**src/hdl/bresenham_line_stepper_defines.svh**
```systemverilog
// ----------------------------------------------------------------------------
// Bresenham line stepper assertion macros
// Shared concurrent check forms for the stepper modules.
// ----------------------------------------------------------------------------
`ifndef BRESENHAM_LINE_STEPPER_DEFINES_SVH
`define BRESENHAM_LINE_STEPPER_DEFINES_SVH

// Check a consequence in the same cycle as its antecedent.
`define BLS_ASSERT_NOW(label, clk, rst_n, ante, cons) \
    label: assert property (@(posedge clk) disable iff (!rst_n) (ante) |-> (cons)) \
        else $error("line stepper check failed");

// Check a consequence in the cycle after its antecedent.
`define BLS_ASSERT_NEXT(label, clk, rst_n, ante, cons) \
    label: assert property (@(posedge clk) disable iff (!rst_n) (ante) |=> (cons)) \
        else $error("line stepper check failed");

`endif

```
**src/hdl/bls_pkg.sv**
```systemverilog
// ----------------------------------------------------------------------------
// bls_pkg
// Types and constants shared by the Bresenham line stepper modules.
// ----------------------------------------------------------------------------
`timescale 1ns / 1ps

package bls_pkg;

    localparam int COORD_BITS   = 12;
    localparam int ERR_BITS     = COORD_BITS + 2;
    localparam int CANVAS_BITS  = 11;
    localparam int CFG_IDX_BITS = 1;
    localparam int CMP_BITS     = ((COORD_BITS > CANVAS_BITS) ? COORD_BITS : CANVAS_BITS) + 1;

    localparam logic [CANVAS_BITS-1:0] CANVAS_W_RESET = CANVAS_BITS'(640);
    localparam logic [CANVAS_BITS-1:0] CANVAS_H_RESET = CANVAS_BITS'(480);
    localparam logic signed [COORD_BITS-1:0] COORD_ONE = COORD_BITS'(1);

    typedef enum logic [CFG_IDX_BITS-1:0] {
        REG_CANVAS_WIDTH  = 1'b0,
        REG_CANVAS_HEIGHT = 1'b1
    } t_cfg_reg;

    typedef enum logic {
        REQ_START   = 1'b0,
        REQ_ADVANCE = 1'b1
    } t_req_kind;

    typedef struct packed {
        logic                         req_type;
        logic signed [COORD_BITS-1:0] start_x;
        logic signed [COORD_BITS-1:0] start_y;
        logic signed [COORD_BITS-1:0] end_x;
        logic signed [COORD_BITS-1:0] end_y;
    } t_req;

    typedef struct packed {
        logic signed [COORD_BITS-1:0] pixel_x;
        logic signed [COORD_BITS-1:0] pixel_y;
        logic                         inside_res;
        logic                         last;
    } t_res;

    typedef struct packed {
        logic                         is_start;
        logic signed [COORD_BITS-1:0] x0;
        logic signed [COORD_BITS-1:0] y0;
        logic signed [COORD_BITS-1:0] x1;
        logic signed [COORD_BITS-1:0] y1;
        logic        [COORD_BITS-1:0] adx;
        logic        [COORD_BITS-1:0] ady;
        logic                         sxn;
        logic                         syn;
    } t_cmd;

    typedef struct packed {
        logic [CANVAS_BITS-1:0] width;
        logic [CANVAS_BITS-1:0] height;
    } t_canvas;

endpackage

```
**src/hdl/bresenham_line_stepper.sv**
```systemverilog
// ----------------------------------------------------------------------------
// bresenham_line_stepper
// Integer Bresenham line engine for all octants with canvas clipping flags.
// ----------------------------------------------------------------------------
// Request channel: write a word on i_req with push while full is low. A start
// word (req_type 0) loads both endpoints and gives no result; an advance word
// (req_type 1) gives one pixel while a line is active, none when idle.
// Result channel: while empty is low, o_res holds the oldest pixel with its
// inside and last flags; pop takes it. After the pixel flagged last the engine
// goes idle until the next start word.
// Configuration: cfg_valid with i_cfg_index and i_cfg_data writes canvas width
// (index 0) or height (index 1); cfg_ready is always high. Write only while idle.
// Path: each advance word passes through the command queue, and its pixel is
// registered into the output word when the engine takes the word from the queue.
// Throughput: one word per cycle in, one pixel per cycle out while pop keeps up.
// Stall: if pop stays low, the output word holds, the two-entry command queue
// fills and full rises; nothing is dropped.
// Reset: queue and output register empty, engine idle, canvas 640 by 480.
// ----------------------------------------------------------------------------
`timescale 1ns / 1ps

module bresenham_line_stepper import bls_pkg::*; (
    input  logic                    i_clk,
    input  logic                    i_rst_n,
    input  logic                    push,
    input  t_req                    i_req,
    output logic                    full,
    output logic                    empty,
    output t_res                    o_res,
    input  logic                    pop,
    input  logic                    cfg_valid,
    output logic                    cfg_ready,
    input  logic [CFG_IDX_BITS-1:0] i_cfg_index,
    input  logic [CANVAS_BITS-1:0]  i_cfg_data
);

    t_canvas r_canvas;
    logic    cmd_valid;
    logic    cmd_take;
    t_cmd    cmd;

    assign cfg_ready = 1'b1;

    always_ff @(posedge i_clk) begin
        if (!i_rst_n) begin
            r_canvas.width  <= CANVAS_W_RESET;
            r_canvas.height <= CANVAS_H_RESET;
        end else if (cfg_valid && cfg_ready) begin
            case (t_cfg_reg'(i_cfg_index))
                REG_CANVAS_WIDTH:  r_canvas.width  <= i_cfg_data;
                REG_CANVAS_HEIGHT: r_canvas.height <= i_cfg_data;
                default: begin
                end
            endcase
        end
    end

    bls_front u_front (
        .i_clk       (i_clk),
        .i_rst_n     (i_rst_n),
        .i_push      (push),
        .i_req       (i_req),
        .o_full      (full),
        .o_cmd_valid (cmd_valid),
        .o_cmd       (cmd),
        .i_cmd_take  (cmd_take)
    );

    bls_back u_back (
        .i_clk       (i_clk),
        .i_rst_n     (i_rst_n),
        .i_canvas    (r_canvas),
        .i_cmd_valid (cmd_valid),
        .i_cmd       (cmd),
        .o_cmd_take  (cmd_take),
        .o_empty     (empty),
        .o_res       (o_res),
        .i_pop       (pop)
    );

endmodule

```
**src/hdl/bls_front.sv**
```systemverilog
// ----------------------------------------------------------------------------
// bls_front
// Accepts request words, sets up deltas and step signs for start requests,
// and queues classified commands in a two-entry queue for the back end.
// ----------------------------------------------------------------------------
`timescale 1ns / 1ps
`include "bresenham_line_stepper_defines.svh"

module bls_front import bls_pkg::*; (
    input  logic i_clk,
    input  logic i_rst_n,
    input  logic i_push,
    input  t_req i_req,
    output logic o_full,
    output logic o_cmd_valid,
    output t_cmd o_cmd,
    input  logic i_cmd_take
);

    logic [1:0] r_count;
    logic [1:0] n_count;
    logic       r_wr_ptr;
    logic       r_rd_ptr;
    t_cmd       r_mem [2];

    logic                       push_en;
    logic                       pop_en;
    t_cmd                       cmd_new;
    logic signed [COORD_BITS:0] dx_full;
    logic signed [COORD_BITS:0] dy_full;
    logic signed [COORD_BITS:0] dx_neg;
    logic signed [COORD_BITS:0] dy_neg;

    assign o_full      = (r_count == 2'd2);
    assign o_cmd_valid = (r_count != 2'd0);
    assign o_cmd       = r_mem[r_rd_ptr];
    assign push_en     = i_push && !o_full;
    assign pop_en      = i_cmd_take && o_cmd_valid;

    always_comb begin
        dx_full = {i_req.end_x[COORD_BITS-1], i_req.end_x}
                - {i_req.start_x[COORD_BITS-1], i_req.start_x};
        dy_full = {i_req.end_y[COORD_BITS-1], i_req.end_y}
                - {i_req.start_y[COORD_BITS-1], i_req.start_y};
        dx_neg  = -dx_full;
        dy_neg  = -dy_full;
        cmd_new.is_start = (i_req.req_type == REQ_START);
        cmd_new.x0  = i_req.start_x;
        cmd_new.y0  = i_req.start_y;
        cmd_new.x1  = i_req.end_x;
        cmd_new.y1  = i_req.end_y;
        cmd_new.adx = dx_full[COORD_BITS] ? dx_neg[COORD_BITS-1:0] : dx_full[COORD_BITS-1:0];
        cmd_new.ady = dy_full[COORD_BITS] ? dy_neg[COORD_BITS-1:0] : dy_full[COORD_BITS-1:0];
        cmd_new.sxn = dx_full[COORD_BITS] || (dx_full == '0);
        cmd_new.syn = dy_full[COORD_BITS] || (dy_full == '0);
    end

    always_comb begin
        n_count = r_count;
        if (push_en && !pop_en) begin
            n_count = r_count + 2'd1;
        end else if (pop_en && !push_en) begin
            n_count = r_count - 2'd1;
        end
    end

    always_ff @(posedge i_clk) begin
        if (!i_rst_n) begin
            r_count  <= 2'd0;
            r_wr_ptr <= 1'b0;
            r_rd_ptr <= 1'b0;
        end else begin
            r_count <= n_count;
            if (push_en) begin
                r_wr_ptr <= !r_wr_ptr;
            end
            if (pop_en) begin
                r_rd_ptr <= !r_rd_ptr;
            end
        end
    end

    always_ff @(posedge i_clk) begin
        if (push_en) begin
            r_mem[r_wr_ptr] <= cmd_new;
        end
    end

    `BLS_ASSERT_NOW(a_count_range, i_clk, i_rst_n, 1'b1, r_count <= 2'd2)
    `BLS_ASSERT_NOW(a_no_pop_empty, i_clk, i_rst_n, i_cmd_take, o_cmd_valid || !pop_en)
    `BLS_ASSERT_NEXT(a_fill_count, i_clk, i_rst_n, push_en && !pop_en, r_count == $past(r_count) + 2'd1)

endmodule

```
**src/hdl/bls_back.sv**
```systemverilog
// ----------------------------------------------------------------------------
// bls_back
// Bresenham stepping engine: loads lines from start commands, emits one
// pixel per advance command while a line is active into a one-word output register.
// ----------------------------------------------------------------------------
`timescale 1ns / 1ps
`include "bresenham_line_stepper_defines.svh"

module bls_back import bls_pkg::*; (
    input  logic    i_clk,
    input  logic    i_rst_n,
    input  t_canvas i_canvas,
    input  logic    i_cmd_valid,
    input  t_cmd    i_cmd,
    output logic    o_cmd_take,
    output logic    o_empty,
    output t_res    o_res,
    input  logic    i_pop
);

    logic                         r_busy;
    logic                         r_out_valid;
    t_res                         r_res;
    logic signed [COORD_BITS-1:0] r_cur_x;
    logic signed [COORD_BITS-1:0] r_cur_y;
    logic signed [COORD_BITS-1:0] r_tgt_x;
    logic signed [COORD_BITS-1:0] r_tgt_y;
    logic        [COORD_BITS-1:0] r_adx;
    logic        [COORD_BITS-1:0] r_ady;
    logic                         r_sxn;
    logic                         r_syn;
    logic signed [ERR_BITS-1:0]   r_err;

    logic                         out_free;
    logic                         out_load;
    logic                         start_load;
    logic                         is_last;
    logic                         in_canvas;
    logic                         step_x;
    logic                         step_y;
    logic signed [ERR_BITS:0]     e2;
    logic signed [ERR_BITS:0]     adx_w;
    logic signed [ERR_BITS:0]     ady_w;
    logic signed [ERR_BITS-1:0]   adx_e;
    logic signed [ERR_BITS-1:0]   ady_e;
    logic signed [ERR_BITS-1:0]   cmd_adx_e;
    logic signed [ERR_BITS-1:0]   cmd_ady_e;
    logic signed [ERR_BITS-1:0]   n_err;
    logic signed [COORD_BITS-1:0] n_cur_x;
    logic signed [COORD_BITS-1:0] n_cur_y;

    assign out_free   = !r_out_valid || i_pop;
    assign o_cmd_take = i_cmd_valid && (i_cmd.is_start || !r_busy || out_free);
    assign start_load = o_cmd_take && i_cmd.is_start;
    assign out_load   = o_cmd_take && !i_cmd.is_start && r_busy;
    assign o_empty    = !r_out_valid;
    assign o_res      = r_res;

    always_comb begin
        is_last   = (r_cur_x == r_tgt_x) && (r_cur_y == r_tgt_y);
        in_canvas = !r_cur_x[COORD_BITS-1] && !r_cur_y[COORD_BITS-1]
                 && (CMP_BITS'($unsigned(r_cur_x)) < CMP_BITS'(i_canvas.width))
                 && (CMP_BITS'($unsigned(r_cur_y)) < CMP_BITS'(i_canvas.height));

        adx_e     = $signed({{(ERR_BITS-COORD_BITS){1'b0}}, r_adx});
        ady_e     = $signed({{(ERR_BITS-COORD_BITS){1'b0}}, r_ady});
        cmd_adx_e = $signed({{(ERR_BITS-COORD_BITS){1'b0}}, i_cmd.adx});
        cmd_ady_e = $signed({{(ERR_BITS-COORD_BITS){1'b0}}, i_cmd.ady});
        adx_w     = {1'b0, adx_e};
        ady_w     = {1'b0, ady_e};
        e2        = {r_err, 1'b0};
        step_x    = (e2 > -ady_w);
        step_y    = (e2 < adx_w);

        n_err   = r_err - (step_x ? ady_e : '0) + (step_y ? adx_e : '0);
        n_cur_x = r_cur_x;
        n_cur_y = r_cur_y;
        if (step_x) begin
            n_cur_x = r_sxn ? r_cur_x - COORD_ONE : r_cur_x + COORD_ONE;
        end
        if (step_y) begin
            n_cur_y = r_syn ? r_cur_y - COORD_ONE : r_cur_y + COORD_ONE;
        end
    end

    always_ff @(posedge i_clk) begin
        if (!i_rst_n) begin
            r_busy      <= 1'b0;
            r_out_valid <= 1'b0;
            r_cur_x     <= '0;
            r_cur_y     <= '0;
            r_tgt_x     <= '0;
            r_tgt_y     <= '0;
            r_adx       <= '0;
            r_ady       <= '0;
            r_sxn       <= 1'b0;
            r_syn       <= 1'b0;
            r_err       <= '0;
        end else begin
            if (out_load) begin
                r_out_valid <= 1'b1;
            end else if (i_pop) begin
                r_out_valid <= 1'b0;
            end
            if (start_load) begin
                r_busy  <= 1'b1;
                r_cur_x <= i_cmd.x0;
                r_cur_y <= i_cmd.y0;
                r_tgt_x <= i_cmd.x1;
                r_tgt_y <= i_cmd.y1;
                r_adx   <= i_cmd.adx;
                r_ady   <= i_cmd.ady;
                r_sxn   <= i_cmd.sxn;
                r_syn   <= i_cmd.syn;
                r_err   <= cmd_adx_e - cmd_ady_e;
            end else if (out_load) begin
                if (is_last) begin
                    r_busy <= 1'b0;
                end else begin
                    r_cur_x <= n_cur_x;
                    r_cur_y <= n_cur_y;
                    r_err   <= n_err;
                end
            end
        end
    end

    always_ff @(posedge i_clk) begin
        if (out_load) begin
            r_res.pixel_x    <= r_cur_x;
            r_res.pixel_y    <= r_cur_y;
            r_res.inside_res <= in_canvas;
            r_res.last       <= is_last;
        end
    end

    `BLS_ASSERT_NOW(a_emit_when_busy, i_clk, i_rst_n, out_load, r_busy && !i_cmd.is_start)
    `BLS_ASSERT_NEXT(a_last_goes_idle, i_clk, i_rst_n, out_load && is_last, !r_busy && r_res.last)
    `BLS_ASSERT_NEXT(a_start_goes_busy, i_clk, i_rst_n, start_load, r_busy && !$past(out_load))

endmodule
```
**config.mk**
```make
export PLATFORM = sky130hd
export DESIGN_NAME = bresenham_line_stepper
export DESIGN_NICKNAME = d
export VERILOG_FILES = /design/src/hdl/bls_pkg.sv /design/src/hdl/bresenham_line_stepper.sv /design/src/hdl/bls_front.sv /design/src/hdl/bls_back.sv
export VERILOG_INCLUDE_DIRS = /design/src /design/src/hdl
export SDC_FILE = /design/constraint.sdc
export NUM_CORES = 1
export LEC_CHECK = 0
export BUFFER_PORTS_ARGS = -buffer_cell sky130_fd_sc_hd__clkbuf_2
export CORE_AREA = 4 4 214 216
export CTS_BUF_LIST = sky130_fd_sc_hd__clkbuf_4
export CTS_CLUSTER_DIAMETER = 50
export CTS_CLUSTER_SIZE = 14
export DETAILED_ROUTE_END_ITERATION = 8
export DIE_AREA = 0 0 218 220
export HOLD_SLACK_MARGIN = 0.08
export PLACE_DENSITY = 0.65
export SLEW_MARGIN = 40
export SYNTH_ARGS = -nofsm -noshare
export SYNTH_HDL_FRONTEND = slang
export SYNTH_SLANG_ARGS = --single-unit
```
**constraint.sdc**
```tcl
create_clock -name i_clk -period 5.4 [get_ports i_clk]
set_clock_uncertainty 0.05 [all_clocks]
set_input_delay 0.54 -clock i_clk [delete_from_list [all_inputs] [get_ports i_clk]]
set_output_delay 0.54 -clock i_clk [all_outputs]
set_load 0.01 [all_outputs]
```
Yosys cells after proc, flatten, opt, wreduce, memory -nomap -nowiden
Memory sizes are Yosys's and may differ from the RTL's. A register that Yosys moved wholly into a read port is not among the register bits.
Cells that the tools add are included.
Operators by class
  add/subtract/negate cells: 14
  order comparisons: 4
  equality and inequality tests: 4
  multiplexer cells: 28
  bitwise gates (word level): 2
  reduce and logical (&&, ||, !) cells: 42
Operators with widths (count)
  two-way mux 12 bit: 14
  two-way mux 14 bit: 3
  subtractor 12 x 12 -> 13 bit: 3
  logical NOT 13 bit: 2
  adder 12 x 2 -> 12 bit, second input constant: 2
  equality test 12 bit: 2
  less-than comparator 12 x 11 -> 1 bit: 2
  negator 12 bit: 2
  subtractor 12 x 2 -> 12 bit, second input constant: 2
  greater-than comparator 15 bit: 1
  less-than comparator 15 x 13 -> 1 bit: 1
  negator 12 -> 15 bit: 1
  adder 14 bit: 1
  nonzero test 2 bit: 7
  subtractor 14 bit: 1
  logical AND 1 bit: 12
  logical NOT 1 bit: 10
  two-way mux 1 bit: 9
  AND reduction 2 bit: 4
  AND reduction 3 bit: 2
  logical OR 1 bit: 5
  two-way mux 2 bit: 2
  adder 2 x 1 -> 2 bit, second input constant: 1
  equality test 2 bit, second input constant: 1
  other kinds (3): 4
Storage, ports and cells
  register bits: 142
  memory bits (writable): 150
  bits of input ports: 66
  memories kept: 1
Memories
  u_front.r_mem: depth 2, width 75, rd ports 1, clocked after memory_dff 1, wr ports 1, RTL line bls_front.sv:24  | t_cmd r_mem [2];

Longest topological paths before layout
  word-level depth: 8
  mapped depth: 27
  depth with buffers taken out: 26

Hierarchy
A second synthesis with hierarchy kept.
Second synthesis, totals
  cell total of the unflattened synthesis: 1618
  area, all modules: 16619.7 µm²
Modules (own cells, without submodules)
  bls_back: times used 1, cells each 1008, area an instance 8326.7 µm², seq. area each 2582.5 µm²
  bls_front: times used 1, cells each 519, area an instance 7408.4 µm², seq. area each 4604.4 µm²
  bresenham_line_stepper: times used 1, cells each 91, area an instance 884.6 µm², seq. area each 440.4 µm²

Worst setup path before layout
Ideal clock, no wire load.
  kind: reg-to-reg
  start: register u_back.r_ady[2]
  end: register u_back.r_err[10]
  arrival: 4827 ps
  data required time: 5213 ps
  path slack: 386 ps
  stages on the path, launching flop included: 25
  path buffers: 1
  clock period less this slack: 5014 ps
  cell sequence: dfxtp_1 > nor4_1 > nand2b_1 > nor2_1 > nand2_1 > nor3_1 > xor2_1 > ha_1 > and3_1 > nand4_1 > o41ai_1 > a31oi_1 > nor2_1 > clkbuf_1 > nor2_1 > fa_1 > fa_1 > nor2b_1 > o21a_1 > o21ai_0 > a211oi_1 > nor3_1 > xnor2_1 > a211oi_1 > a211oi_1
On the way
  word-level cells in the longest chain between the ends: 8
RTL lines
  start: declaration: RTL line bls_back.sv:29  | logic [COORD_BITS-1:0] r_ady;
  start signal: assignment: RTL line bls_back.sv:112  | r_ady <= i_cmd.ady;
  negator 12 -> 15 bit: RTL line bls_back.sv:72  | step_x = (e2 > -ady_w);
  greater-than comparator 15 bit: RTL line bls_back.sv:72
  two-way mux 12 bit *: RTL line bls_back.sv:75  | n_err = r_err - (step_x ? ady_e : '0) + (step_y ? adx_e : '0);
  subtractor 14 bit *: RTL line bls_back.sv:75
  adder 14 bit *: RTL line bls_back.sv:75
  two-way mux 14 bit *: RTL line bls_back.sv:117  | if (is_last) begin
  two-way mux 14 bit *: RTL line bls_back.sv:116  | end else if (out_load) begin
  two-way mux 14 bit *: RTL line bls_back.sv:105  | if (start_load) begin
  end signal: assignment: RTL line bls_back.sv:115  | r_err <= cmd_adx_e - cmd_ady_e;
  end signal: assignment: RTL line bls_back.sv:122  | r_err <= n_err;
  end: declaration: RTL line bls_back.sv:32  | logic signed [ERR_BITS-1:0] r_err;
Every way passes the cells marked *; elsewhere a longest branch is shown, timed or not. The select of a mux whose other input is x is not followed.
A chain may end at the register's enable or synchronous reset.

Worst setup path in the final report
  start: register u_back.r_ady[3]
  end: register u_back.r_err[10]
The elaborated chain is that of the path after synthesis.

==> flow_metrics.tcl <==
set metrics [dict create \
    multi_input_area_um2 7790 \
    async_flop_share_pct 0 \
    cp_common_cell "a211oi_1" \
    core_area_um2 43900 \
    max_stage_delay_ns 0.49 \
    switchingPower_w 0.00445 \
    vias 11800 \
    gr-usage-all-layers_pct 16.8 \
    ys_seq_area_share_pct 47.6 \
    synth_top_cell_by_area "edfxtp_1" \
    seqCellArea_um2 7630 \
    p_leak_nw 7.30 \
    start_kind "flop" \
    switching_share_pct 42.9 \
    hp-class "input port to flop" \
    viasPerCell 5.10 \
    num_io_pins 95 \
    totalWireLength_mm 40.8 \
    port_buffers 93 \
    rsz0062_at_grt "true" \
    ant_nets 0 \
    p_seq_share_pct 33.3 \
    final_area_um2 18500 \
    synth_edf_count 176 \
    hold_depth 4 \
    crit_family "simple AND/OR/NAND/NOR gates" \
    synthTopCellsByArea "edfxtp_1 33%, dfxtp_1 15%, ha_1 9.4%" \
    grt_start_max_net_pins 61 \
    ys_types 68 \
    place_congestion 0.903 \
    start_util_pct 36.5 \
    postPlaceCellArea_um2 17200 \
    maxCapViolations 0 \
    syn_area_per_cell_um2 10.4 \
    cp.required_ns 5.90 \
    wl_per_cell_um 17.7 \
    cts_setup_buffers 0 \
    path_cells "nor4_2 -> nand2b_1 -> nor2_2 -> nand2_2 -> xnor2_1 -> ha_1 -> a211oi_1 -> o21ai_0 -> o211ai_1 -> nor4bb_4 -> nor2_2 -> nor2_1 -> fa_1 -> fa_1 -> nor2b_2 -> o21a_1 -> o21ai_1 -> a211oi_2 -> nor3_1 -> xnor2_1 -> a211oi_1 -> a211oi_1" \
    worstMarginPinSlew_ns 0.803 \
    path_buf_inv 0 \
    drcViolationCount 0 \
    grt.overflow.total 0 \
    antenna_found_initial 2 \
    crit_slowest_cell "fa_1" \
    worstSkewPairLatency_ns 0.73 \
    final_common_cell "edfxtp_1" \
    dp_hpwl_mm 30.3 \
    hold_viol 0 \
    fin_crit_ns 5.06 \
    clock_path_buffers 3 \
    clock_sinks 293 \
    cts_tree "built" \
    path_max_fanout 4 \
    endpoint_kind "flop" \
    path_depth 22 \
    ys_ff_latch 293 \
    syn_inst 1533 \
    drtIter0Drc 861 \
    drt_first_pass_iters 5 \
    cts_root_buf "clkbuf_4" \
    internal_power_w 0.00593 \
    status "finished clean" \
    die_w_um 218 \
    ir_worst_vdd_mv 0.263 \
    cts-buffers-inserted 36 \
    cts_max_level 2 \
    final_nets 1896 \
    powerDensity_nw_per_um2 562 \
    netlist_area_um2 16000 \
    rows 77 \
    fillCellCount 4247 \
    yosysTopAreaCellShare_pct 33.0 \
    min_period_over_period_pct 93.8 \
    mostFrequentLayoutCells "176 x edfxtp_1, 130 x inv_1, 129 x nor2_1" \
    grt_pass1_vias 11500 \
    clkPwrFrac_pct 14.2 \
    setup_tns_ns 0 \
    crit_type "flop to flop" \
    grt_pass1_wl_mm 63.6 \
    syn2layout_area_growth_pct 15.3 \
    synth_ff_type "edfxtp_1" \
    fmax_ghz 0.197 \
    setup_viol 0 \
    slew_headroom_pct 46.5 \
    dieArea_um2 48000 \
    synthesis.nets 1736 \
    r2r_slack_ns 0.34 \
    die_height_um 220 \
    rr_worst_depth 22 \
    drive_above_1_share_pct 14.2 \
    clkTransAtPathRegs_ns 0.14 \
    p_comb_share_pct 52.5 \
    critical_path_arrival_ns 5.56 \
    ys_warn_count 0 \
    finalMaxSlewViolations 0 \
]
[worst paths after layout]
| path | from | to |
|---|---|---|
| worst max-delay path | u_back.r_ady[3]$_SDFFE_PN0P_ | u_back.r_err[10]$_SDFFE_PN0P_ |
| worst min-delay path | i_cfg_index | r_canvas[17]$_SDFFE_PN0P_ |
| worst max register to register | u_back.r_ady[3]$_SDFFE_PN0P_ | u_back.r_err[10]$_SDFFE_PN0P_ |
| worst min register to register | r_canvas[0]$_SDFFE_PN0P_ | r_canvas[0]$_SDFFE_PN0P_ |
[repair_timing]
item / 4_1_cts / 5_1_grt
hold buffers: 60 / 0
pin swaps: 0 / 4
setup endpoints to repair: 2 / 8
gates resized for setup: 1 / 16
hold endpoints to repair: 120 / 0
[per-stage QoR]
stage	hold slack, ns	utilization [%]	total power (W)	setup WS, ns	std cells
6_report	0.215	42.1	0.0104	0.335	2310
5_1_grt	0.143	42.1	0.0112	-0.0356	2310
4_1_cts	0.124	41.9	0.0103	0.0161	2309
3_5_place_dp	0.400	39.2	0.00876	-0.0407	2187
3_3_place_gp	0.395	39.2	0.00866	0.116	2187
2_1_floorplan	0.386	-	0.00726	0.386	1533
[layer usage]
| layer | GRT usage (%) | share of wire (%) | vias to the layer above |
|---|---|---|---|
| met3 | 2.59 | 5.7 | 62 |
| li1 | - | - | 5814 |
| met1 | 24.3 | 48 | 5579 |
| met2 | 26.2 | 44 | 319 |
| met4 | 4.55 | 2.3 | 0 |
| met5 | 0 | 0 | - |
[flip-flops by register name, summed over array words and instances, names as in the netlist, 2 cells and up, named ones only]
| name | cells |
|---|---|
| r_canvas | 22 |
| u_back.o_res | 26 |
| u_back.r_adx | 12 |
| u_back.r_ady | 12 |
| u_back.r_cur_x | 12 |
| u_back.r_cur_y | 12 |
| u_back.r_err | 14 |
| u_back.r_tgt_x | 12 |
| u_back.r_tgt_y | 12 |
| u_front.r_count | 2 |
| u_front.r_mem | 150 |
[power groups by stage]
stage               clock [W]  combinational [W]  sequential (W)
floorplan                   0            0.00396         0.00330
global placement            0            0.00518         0.00349
detailed placement          0            0.00526         0.00350
CTS                   0.00153            0.00533         0.00345
global route          0.00162            0.00610         0.00352
finish                0.00147            0.00545         0.00346
[area by class of cell]
class,instances,share of cell area (%)
flip-flops and latches,293,41.3
clock inverters,22,1.52
repair buffers,175,6.68
inverters,131,2.66
multi-input cells,1056,42.2
well taps,592,4.01
clock buffers,40,1.63
diodes,1,0.0135
[tightest hold or removal path, cell delays in order]
cell	delay [ns]
clkbuf_2	0.12
nor2b_2	0.12
nand2_1	0.09
a21oi_1	0.05
[kinds of logic after synthesis]
kind of cell    after synthesis  synth area share (%)
simple gates                390                  11.2
compound gates              332                  13.7
flops                       293                  47.6
buf+inv                     184                  4.34
fa+ha+maj                   137                  11.5
xor+xnor                    108                  5.90
mux                          88                  5.76
other cells                   1                0.0234
[cells in the mapped netlist, drive strengths merged, types with 6 or more instances]
cell / instances
o21a: 13
a211oi: 63
or3: 12
buf: 10
o31ai: 9
fa: 17
mux2: 33
nand2b: 17
a31oi: 9
o41ai: 7
nor3: 28
nand3: 14
xnor2: 84
nand2: 114
clkbuf: 43
nand4: 11
ha: 120
o21ai: 62
nor2b: 23
inv: 131
a21oi: 94
dfxtp: 117
edfxtp: 176
and3: 12
a21o: 23
nor2: 133
o211ai: 12
xor2: 24
o21bai: 6
or2: 7
mux2i: 55
nor4: 6
(Power assumes the default switching activity.)
